### src/hw/rtl/lbm_pkg.sv
`timescale 1ns / 1ps
// ----------------------------------------------------------------------------
// Layer blend mode package
// Mode codes, register indexes and reset values shared by the blend unit.
// ----------------------------------------------------------------------------
package lbm_pkg;

  localparam int CHANNEL_BITS_DEF = 8;
  localparam int CFG_ADDR_BITS    = 3;
  localparam int CFG_DATA_BITS    = 9;

  typedef enum logic [3:0] {
    MODE_NORMAL   = 4'd0,
    MODE_MULTIPLY = 4'd1,
    MODE_SCREEN   = 4'd2,
    MODE_OVERLAY  = 4'd3,
    MODE_ADD      = 4'd4,
    MODE_SUBTRACT = 4'd5,
    MODE_DIFF     = 4'd6,
    MODE_LIGHTEN  = 4'd7,
    MODE_DARKEN   = 4'd8,
    MODE_LINLIGHT = 4'd9,
    MODE_DODGE    = 4'd10
  } mode_t;

  localparam logic [CFG_ADDR_BITS-1:0] REG_MODE    = 3'd0;
  localparam logic [CFG_ADDR_BITS-1:0] REG_OPACITY = 3'd1;
  localparam logic [CFG_ADDR_BITS-1:0] REG_WR      = 3'd2;
  localparam logic [CFG_ADDR_BITS-1:0] REG_WG      = 3'd3;
  localparam logic [CFG_ADDR_BITS-1:0] REG_WB      = 3'd4;

  localparam logic [7:0] OPACITY_RST = 8'd255;
  localparam logic [8:0] WR_RST      = 9'd77;
  localparam logic [8:0] WG_RST      = 9'd150;
  localparam logic [8:0] WB_RST      = 9'd29;

endpackage

### src/hw/rtl/lbm_chan.sv
`timescale 1ns / 1ps
// ----------------------------------------------------------------------------
// Layer blend channel pipeline
// Six-stage blend of one colour channel; the stall enable is shared.
// ----------------------------------------------------------------------------
module lbm_chan #(
  parameter int CHANNEL_BITS = lbm_pkg::CHANNEL_BITS_DEF
) (
  input  logic                    clk,
  input  logic                    en,
  input  logic [3:0]              mode,
  input  logic [7:0]              opacity,
  input  logic                    dark_s1,
  input  logic [CHANNEL_BITS-1:0] a_in,
  input  logic [CHANNEL_BITS-1:0] b_in,
  output logic [CHANNEL_BITS-1:0] res
);
  import lbm_pkg::*;

  localparam int N  = CHANNEL_BITS;
  localparam int PW = 2 * N + 2;
  localparam int MW = N + 10;
  localparam int DW = 2 * N + 1;
  localparam int XW = 3 * N + 3;
  localparam int VW = MW + 9;
  localparam int LO = N / 2;
  localparam logic [N-1:0]  MAXV = {N{1'b1}};
  localparam logic [PW-1:0] HALF = PW'(MAXV >> 1);
  localparam logic [PW-1:0] MAXP = PW'(MAXV);

  // Stage 1 registers: operands and the opacity product of the base.
  logic [N-1:0]  a1, b1;
  logic [N+7:0]  bop1;
  // Stage 2: products that feed the rounded divides, and the dodge divisor.
  logic [N-1:0]  a2, b2;
  logic [PW-1:0] pm2, ps2, po2;
  logic [N-1:0]  d2;
  logic          dark2;
  // Stage 3: raw result, dodge divisor and numerator.
  logic [N-1:0]  a3, b3, r3;
  logic          mixed3, dz3;
  logic [N-1:0]  d3;
  logic [DW-1:0] num3;
  // Stage 4: mix sum and the upper half of the dodge quotient.
  logic [N-1:0]  a4, d4, r4, rem4, q4;
  logic [LO-1:0] lo4;
  logic          dz4, sat4, mixed4;
  logic [MW-1:0] mx4;
  // Stage 5: dodge result or raw result, mix sum carried.
  logic [N-1:0]  out5;
  logic [MW-1:0] mx5;
  logic          mixed5;

  // Rounded divide by the channel maximum: x/(2^N-1) equals
  // x*(2^N+1)/(2^2N-1), and the latter is a shift and add.
  function automatic logic [PW-1:0] divm(input logic [PW-1:0] x);
    logic [XW-1:0] s, y;
    s = XW'(x) + XW'(HALF);
    y = (s << N) + s;
    return PW'((y + (y >> (2 * N)) + XW'(1)) >> (2 * N));
  endfunction

  // Divide by 255 in the same way, through 255*257 = 2^16-1.
  function automatic logic [N-1:0] div255(input logic [MW-1:0] x);
    logic [VW-1:0] y;
    y = (VW'(x) << 8) + VW'(x);
    return N'((y + (y >> 16) + VW'(1)) >> 16);
  endfunction

  // Stage 1: base times opacity.
  always_ff @(posedge clk) begin
    if (en) begin
      a1   <= a_in;
      b1   <= b_in;
      bop1 <= (N+8)'(b_in) * (N+8)'(opacity);
    end
  end

  // Stage 2: the three products and the dodge divisor.
  always_ff @(posedge clk) begin
    if (en) begin
      a2    <= a1;
      b2    <= b1;
      dark2 <= dark_s1;
      d2    <= MAXV - div255(MW'(bop1) + MW'(127));
      pm2   <= PW'(a1) * PW'(b1);
      ps2   <= PW'(MAXV - a1) * PW'(MAXV - b1);
      po2   <= (PW'(MAXV - a1) * PW'(MAXV - b1)) << 1;
    end
  end

  // Stage 3: raw result per mode.
  always_ff @(posedge clk) begin
    logic [N-1:0]  mm, sm, t, r;
    logic [PW-1:0] tw;
    logic [N+2:0]  pos;
    logic [N+1:0]  h;
    logic          mixed;
    if (en) begin
      mm  = N'(divm(pm2));
      sm  = N'(divm(ps2));
      tw  = divm(po2);
      t   = N'(tw);
      pos = (N+3)'({b2, 1'b0}) + (N+3)'({a2, 2'b0});
      h   = (N+2)'(((N+3)'(pos - (N+3)'(MAXV)) + 1'b1) >> 1);
      mixed = 1'b1;
      r     = b2;
      case (mode)
        MODE_NORMAL:   r = a2;
        MODE_MULTIPLY: r = mm;
        MODE_SCREEN:   r = MAXV - sm;
        MODE_OVERLAY:  r = dark2 ? mm : ((tw > MAXP) ? '0 : MAXV - t);
        MODE_ADD:      r = ((N+1)'(a2) + (N+1)'(b2) > (N+1)'(MAXV)) ?
                           MAXV : a2 + b2;
        MODE_SUBTRACT: r = (a2 > b2) ? a2 - b2 : '0;
        MODE_LINLIGHT: r = (pos < (N+3)'(MAXV)) ? '0 :
                           ((h > (N+2)'(MAXV)) ? MAXV : N'(h));
        MODE_DIFF: begin
          r     = (a2 > b2) ? a2 - b2 : b2 - a2;
          mixed = 1'b0;
        end
        MODE_LIGHTEN: begin
          r     = (a2 > b2) ? a2 : b2;
          mixed = 1'b0;
        end
        MODE_DARKEN: begin
          r     = (a2 < b2) ? a2 : b2;
          mixed = 1'b0;
        end
        MODE_DODGE: mixed = 1'b0;
        default: mixed = 1'b0;
      endcase
      a3     <= a2;
      b3     <= b2;
      r3     <= r;
      mixed3 <= mixed;
      d3     <= d2;
      dz3    <= (d2 == '0);
      num3   <= DW'(a2) * DW'(MAXV) + DW'(d2 >> 1);
    end
  end

  // Stage 4: mix sum, saturation test and upper dodge quotient bits.
  // A quotient of 2^N or more saturates, so only N restoring steps are needed.
  always_ff @(posedge clk) begin
    logic [N:0]   rem;
    logic [N-1:0] q;
    if (en) begin
      rem = num3[DW-1:N];
      q   = '0;
      for (int i = N - 1; i >= LO; i--) begin
        rem = {rem[N-1:0], num3[i]};
        if (rem >= (N+1)'(d3)) begin
          rem  = rem - (N+1)'(d3);
          q[i] = 1'b1;
        end
      end
      a4     <= a3;
      d4     <= d3;
      dz4    <= dz3;
      sat4   <= (num3 >= DW'({d3, {N{1'b0}}}));
      rem4   <= rem[N-1:0];
      q4     <= q;
      lo4    <= num3[LO-1:0];
      r4     <= r3;
      mixed4 <= mixed3;
      mx4    <= MW'(b3) * MW'(8'd255 - opacity) + MW'(r3) * MW'(opacity) + MW'(127);
    end
  end

  // Stage 5: lower dodge quotient bits and the dodge special cases.
  always_ff @(posedge clk) begin
    logic [N:0]   rem;
    logic [N-1:0] q;
    if (en) begin
      rem = {1'b0, rem4};
      q   = q4;
      for (int i = LO - 1; i >= 0; i--) begin
        rem = {rem[N-1:0], lo4[i]};
        if (rem >= (N+1)'(d4)) begin
          rem  = rem - (N+1)'(d4);
          q[i] = 1'b1;
        end
      end
      mixed5 <= mixed4;
      mx5    <= mx4;
      if (mode == MODE_DODGE) begin
        if (dz4)       out5 <= (a4 == '0) ? '0 : MAXV;
        else if (sat4) out5 <= MAXV;
        else           out5 <= q;
      end else begin
        out5 <= r4;
      end
    end
  end

  // Stage 6: divide the mix by 255, or pass the stage 5 result through.
  always_ff @(posedge clk) begin
    if (en) res <= mixed5 ? div255(mx5) : out5;
  end

endmodule

### config.mk
export PLATFORM = sky130hd
export DESIGN_NAME = lbm_chan
export DESIGN_NICKNAME = d
export VERILOG_FILES = /design/src/hw/rtl/lbm_pkg.sv /design/src/hw/rtl/lbm_chan.sv
export SDC_FILE = /design/constraint.sdc
export NUM_CORES = 2
export LEC_CHECK = 0
export ABC_AREA = 0
export BUFFER_PORTS_ARGS = -buffer_cell sky130_fd_sc_hd__buf_2
export CORE_MARGIN = 1
export CORE_UTILIZATION = 39
export CTS_BUF_LIST = sky130_fd_sc_hd__clkbuf_16
export DETAILED_ROUTE_END_ITERATION = 6
export HOLD_SLACK_MARGIN = 0.02
export PLACE_DENSITY = 0.53
export SYNTH_ARGS = -nofsm -noshare
export SYNTH_HDL_FRONTEND = slang
export SYNTH_SLANG_ARGS = --single-unit
### constraint.sdc
create_clock -name clk -period 10.81 [get_ports clk]
set_input_delay 2.162 -clock clk [delete_from_list [all_inputs] [get_ports clk]]
set_output_delay 2.162 -clock clk [all_outputs]
set_load 0.1 [all_outputs]
Word level (Yosys, flattened, before mapping). Cells that the tools add are included.

Bits in registers: 255. Input bits: 31. Output and inout bits: 8. Logic and storage cells: 145.

$add $sub $neg: 42. Multiply operators: 6. Magnitude comparators: 15. Equal/unequal tests: 10. Multiplexer cells: 37. Reductions and logical operators: 4.

Operators by type and width (count): $mux 8 (27); $add 24x1->24 const B (4); $pmux 8 s10 (1); $ge 9x8->1 (8); $sub 8x8->8 (9); $add 27x19->27 (2); $add 25x17->26 (2); $add 24x10->24 (2); $add 24x11->24 (2); $mul 8x8->16 (3); $add 18x7->19 const B (2); $mul 9x9->18 (2); $add 16x7->17 const B (2); $add 26x18->27 (1); $add 27x1->27 const B (1); $add 27x11->27 (1); $sub 8x8->9 const A (3); $sub 8x8->8 const A (3); $add 18x16->18 (1); $add 18x7->18 const B (1); $add 16x7->17 (1); $ge 17x16->1 (1); $eq 4x3->1 const B (4); $logic_not 8->1 (2); 18 further kinds (29).

Logic depth before layout (Yosys ltp).
Depth in word-level cells: 14. Mapped depth: 44. Mapped depth without buffers: 43.

Worst setup path before layout. No wires, ideal clock.

Path type: register to register. From: register d3[1]. To: register rem4[1] (data pin). Setup time: 0.260 ns. Arrival: 8.470 ns. Data required time: 10.550 ns. Path slack: 2.080 ns. Stages on the path, launching flop included: 42. Path buffers: 3. Period minus slack after synthesis: 8.730 ns. Path through: edfxtp_1 > inv_1 > ha_1 > nor2b_1 > o21ai_0 > a21boi_0 > o31a_1 > o41ai_2 > o21ai_0 > ha_1 > a21o_1 > a21oi_1 > o21ai_0 > a221o_1 > o21ai_0 > o311ai_1 > clkbuf_1 > o21ai_0 > [6 not listed] > a21oi_1 > o21ai_0 > o21ai_0 > nand3b_1 > buf_2 > mux2i_1 > ha_1 > nor2b_1 > o21ai_0 > a21boi_0 > o21ai_0 > a21oi_1 > o31ai_1 > nand2b_1 > nor2_1 > mux2_2 > buf_4 > mux2_2.

Cells in the longest elaborated chain, start to end: 11. Elaborated cells on any way between the ends: 15. Classes of those cells: add/sub: 4; order compare: 4; mux: 7.

Ends and longest elaborated chain: from (decl) (RTL line lbm_chan.sv:42) `logic [N-1:0] d3;`; from (signal assigned) (RTL line lbm_chan.sv:137) `d3 <= d2;`; $sub 8x8->8 or $ge 9x8->1 (tied branches) (RTL line lbm_chan.sv:154, lbm_chan.sv:153); $mux 8 (RTL line lbm_chan.sv:153) `if (rem >= (N+1)'(d3)) begin`; $mux 8 (RTL line lbm_chan.sv:148) `if (en) begin`; $sub 8x8->8 or $ge 9x8->1 (tied branches) (RTL line lbm_chan.sv:154, lbm_chan.sv:153); $mux 8 (RTL line lbm_chan.sv:153); $mux 8 (RTL line lbm_chan.sv:148); $sub 8x8->8 or $ge 9x8->1 (tied branches) (RTL line lbm_chan.sv:154, lbm_chan.sv:153); $mux 8 (RTL line lbm_chan.sv:153); $mux 8 (RTL line lbm_chan.sv:148); $ge 9x8->1 or $sub 8x8->8 (tied branches) (RTL line lbm_chan.sv:153, lbm_chan.sv:154); $mux 8 (*) (RTL line lbm_chan.sv:153); to (signal assigned) (RTL line lbm_chan.sv:162) `rem4 <= rem[N-1:0];`; to (decl) (RTL line lbm_chan.sv:45) `logic [N-1:0] a4, d4, r4, rem4, q4;`.

Every way passes the cells marked *; elsewhere a longest branch is shown, timed or not. The select of a mux whose other input is x is not followed. A chain may end at the register's enable or synchronous reset.

Worst setup path in the final report.
From: register d3[1]. To: register rem4[4] (data pin).

Cells in the longest elaborated chain, start to end: 11. Elaborated cells on any way between the ends: 15. Classes of those cells: add/sub: 4; order compare: 4; mux: 7.

Ends and longest elaborated chain (RTL line): $sub 8x8->8 or $ge 9x8->1 (tied branches) (lbm_chan.sv:154, lbm_chan.sv:153); $mux 8 (lbm_chan.sv:153); $mux 8 (lbm_chan.sv:148); $sub 8x8->8 or $ge 9x8->1 (tied branches) (lbm_chan.sv:154, lbm_chan.sv:153); $mux 8 (lbm_chan.sv:153); $mux 8 (lbm_chan.sv:148); $sub 8x8->8 or $ge 9x8->1 (tied branches) (lbm_chan.sv:154, lbm_chan.sv:153); $mux 8 (lbm_chan.sv:153); $mux 8 (lbm_chan.sv:148); $sub 8x8->8 or $ge 9x8->1 (tied branches) (lbm_chan.sv:154, lbm_chan.sv:153); $mux 8 (*) (lbm_chan.sv:153).

Marked as above.

==> parameters.txt <==
Parameter                              Value

GRT
  Global-route wire length before repair ... roughly 120 mm
  Overall routing resource usage ... 17.9%
  Gr ovfl total ... 0
  Number of antenna violations at the first check in global routing ... 0
  Vias in the first global route ... around 23000
  Largest net degree at the start of global routing ... roughly 170

Yosys
  Most used flip-flop cell after synthesis ... sky130_fd_sc_hd__edfxtp_1
  Post-synthesis cell type count ... 86
  Syn_area_per_cell ... between 9 and 10 µm²
  Seq/Total Area, Yosys ... between 20% and 30%
  Synthesis-stage register bit count ... 238
  Number of instances in the synthesized netlist ... around 3300
  Share of synthesized flip-flops with an asynchronous set or reset ... 0%
  Synth warnings ... 0
  Synth Cell Area ... 31200 µm²
  Count of flip-flops with a built-in enable after synthesis ... around 240

Placed design
  Pre-CTS worst setup slack ... about 1.2 ns
  Cell area after placement ... roughly 33000 µm²
  Last weighted congestion value of the routability-driven placer ... slightly above 0.9
  Detailed placer's ending HPWL ... 56.8 mm
  Count of buffers from port buffering ... 38

Drt
  DRT Wirelength ... 72.5 mm
  Vias per inst ... a little over 5
  Drt first pass iters ... 6
  Vias after detailed routing ... ~23000
  Number of remaining DRC errors ... 0
  Remaining antenna violation count ... 0
  WL per Instance ... around 16 µm
  DR iter-0 viols ... 1058

Final layout
  Fillcell total ... slightly below 8000
  Utilization after layout ... between 40% and 50%
  Synthesis-to-layout area growth ... 7.53%
  Layout Nets ... just over 4000
  Antenna diodes ... 0
  Final design instance area without fill ... between 30000 and 40000 µm²
  Share of layout cells above drive strength 1 ... around 6%

CTS
  Worst-path clk slew ... around 0.060 ns
  Number of buffers inserted for hold repair after clock tree synthesis ... 0
  Root buffer cell ... sky130_fd_sc_hd__clkbuf_16
  Buffer depth of the longest clock path ... 3
  Post-CTS Resized ... 0
  Number of clock sinks ... approximately 240
  Total CTS buffers ... 30
  H-Tree Depth ... 1
  Setup bufs post-CTS ... 0
  Latest clock arrival within the worst-skew pair ... slightly below 0.6 ns
  TritonCTS clock tree ... done

Floorplan
  Vertical die dimension ... between 200 and 300 µm
  Number of standard-cell rows in the floorplan ... ~100
  Ports placed on the boundary ... 39
  Horizontal die dimension ... roughly 280 µm
  Effective utilization at floorplan ... between 30% and 40%
  Total Die Area ... ~80000 µm²
  Floorplan Core Area ... about 79000 µm²

Timing
  Worst setup slack after layout ... approximately 1.3 ns
  Number of pins with negative max-slew slack in the final report ... 0
  Clock tree skew after final layout ... about 0.014 ns
  Highest Clock Rate ... ~110 MHz
  Fin crit period ... around 9.5 ns
  Count of endpoints failing setup in the final report ... 0
  Setup repair after global routing missed its margin ... no
  Total negative setup slack ... 0 ns
  Slew at the pin with the worst max-slew slack ... around 1.1 ns
  Relative slew slack ... between 20 and 30%
  Hold Violations, Final ... 0
  Final worst path period share ... roughly 88%

Critical path
  R2R Path End ... rem4[4]$_DFFE_PP_
  Most used cell, CP ... sky130_fd_sc_hd__o21ai_0
  Register-to-Register Setup Slack ... ~1.3 ns
  Required time of the critical path ... 11.15 ns
  Arrival time of data at the critical path endpoint ... ~9.8 ns
  Max FO, Critical Path ... 12
  Slowest stage cell on the critical path ... sky130_fd_sc_hd__edfxtp_1
  Depth of the worst register-to-register path ... 40
  Launch instance of the worst register-to-register path ... d3[1]$_DFFE_PP_
  Critical path launch point type ... flop
  Worst stage delay on the critical path ... around 0.49 ns
  CP endpoint kind ... flop
  Category of the most critical setup path ... flop to flop

Min path
  Hold Path Depth ... 0
  Start point of the worst hold path ... a3[7]$_DFFE_PP_
  Worst hold-check path type ... flop to flop
  Capture endpoint of the worst hold path ... a4[7]$_DFFE_PP_

Run status
  Run status ... finished clean

Run
  Max Cap Violations ... 0
[routing by layer]
metal | share of wire, % | up-vias | GRT usage, %
met3 | 3.1 | 95 | 1.65
met4 | 2.0 | 0 | 3.90
met2 | 48 | 310 | 30.6
met1 | 47 | 10983 | 24.5
li1 | - | 11400 | -
met5 | 0 | - | 0
[worst max-delay path, delay by kind of cell (launching register included)]
family / cells / cell delay, ns
buf+inv: 4 / 0.82
compound gates: 21 / 4.30
mux: 4 / 1.42
simple gates: 7 / 1.06
flops: 1 / 0.49
fa+ha+maj: 4 / 1.11
[synth_stat cells, drive strengths merged (26+ instances only)]
cell type / count / area, µm²
xor2: 80 / 701
a211oi: 26 / 195
a21o: 52 / 390
nand4: 36 / 225
mux2: 39 / 439
edfxtp: 238 / 7150
o21ai: 129 / 646
nor2b: 75 / 469
clkbuf: 59 / 221
a21oi: 153 / 766
ha: 421 / 5270
nor2: 201 / 754
nand3: 69 / 345
and2: 110 / 688
inv: 463 / 1740
nand2: 246 / 926
fa: 266 / 5330
nor3: 56 / 280
nand2b: 58 / 363
xnor2: 156 / 1370
or2: 40 / 250
[state kept, by name (all words and copies together), names as in the netlist, 16 cells and up]
signal and count:
mx4 18, mx5 18, ps2 18, num3 17, bop1 16, pm2 16
[through the flow]
step / std cells / hold slack [ns]
2_1_floorplan: 3312 / 0.400
3_3_place_gp: 4344 / 0.401
3_5_place_dp: 4344 / 0.405
4_1_cts: 4400 / 0.413
5_1_grt: 4400 / 0.412
6_report: 4400 / 0.413
[cell type report]
| cell class | count | area [µm²] | share of cell area (%) |
|---|---|---|---|
| clock buffer | 30 | 751 | 2.24 |
| clock inverter | 26 | 210 | 0.627 |
| inverter | 465 | 1750 | 5.21 |
| multi-input combinational | 2537 | 22000 | 65.7 |
| sequential | 238 | 7150 | 21.3 |
| tap | 1050 | 1310 | 3.92 |
| timing repair buffer | 54 | 333 | 0.993 |
[logic make-up (layout without fill, tap and decap cells)]
group                    Yosys count  after routing  synth area share, %
AND/OR/NAND/NOR                  988            988                 16.1
XOR/XNOR                         236            236                 6.63
multiplexers                      56             56                 1.96
adder cells (fa/ha/maj)          687            687                 34.0
buffers and inverters            537            575                 6.50
flip-flops                       238            238                 22.9
other                              1              2               0.0120
AO/OA/AOI/OAI                    568            568                 11.9
[worst max path at each step]
stage | from | slack, ns | endpoint | cells after the start
2_1_floorplan | d3[1]$_DFFE_PP_ | 2.08 | rem4[1]$_DFFE_PP_ | 41
3_3_place_gp | d3[1]$_DFFE_PP_ | 1.36 | rem4[1]$_DFFE_PP_ | 40
3_5_place_dp | d3[1]$_DFFE_PP_ | 1.23 | rem4[4]$_DFFE_PP_ | 40
4_1_cts | d3[1]$_DFFE_PP_ | 1.20 | rem4[4]$_DFFE_PP_ | 40
5_1_grt | d4[1]$_DFFE_PP_ | 0.11 | out5[0]$_DFFE_PP_ | 44
6_report | d3[1]$_DFFE_PP_ | 1.32 | rem4[4]$_DFFE_PP_ | 40
[cell usage in the layout (no fill, tap or decap), types with 52 or more instances in the layout]
master	instances
sky130_fd_sc_hd__nand2_1	245
sky130_fd_sc_hd__nor3_1	56
sky130_fd_sc_hd__a21o_1	52
sky130_fd_sc_hd__fa_1	266
sky130_fd_sc_hd__edfxtp_1	238
sky130_fd_sc_hd__nor2b_1	75
sky130_fd_sc_hd__o21ai_0	128
sky130_fd_sc_hd__xnor2_1	156
sky130_fd_sc_hd__nand2b_1	58
sky130_fd_sc_hd__xor2_1	80
sky130_fd_sc_hd__nor2_1	201
sky130_fd_sc_hd__ha_1	421
sky130_fd_sc_hd__nand3_1	69
sky130_fd_sc_hd__inv_1	470
sky130_fd_sc_hd__and2_1	108
sky130_fd_sc_hd__a21oi_1	153
Power is left out: the tool's default activity adds up to more than one toggle a clock period on the data nets, which glitch-free logic cannot reach.
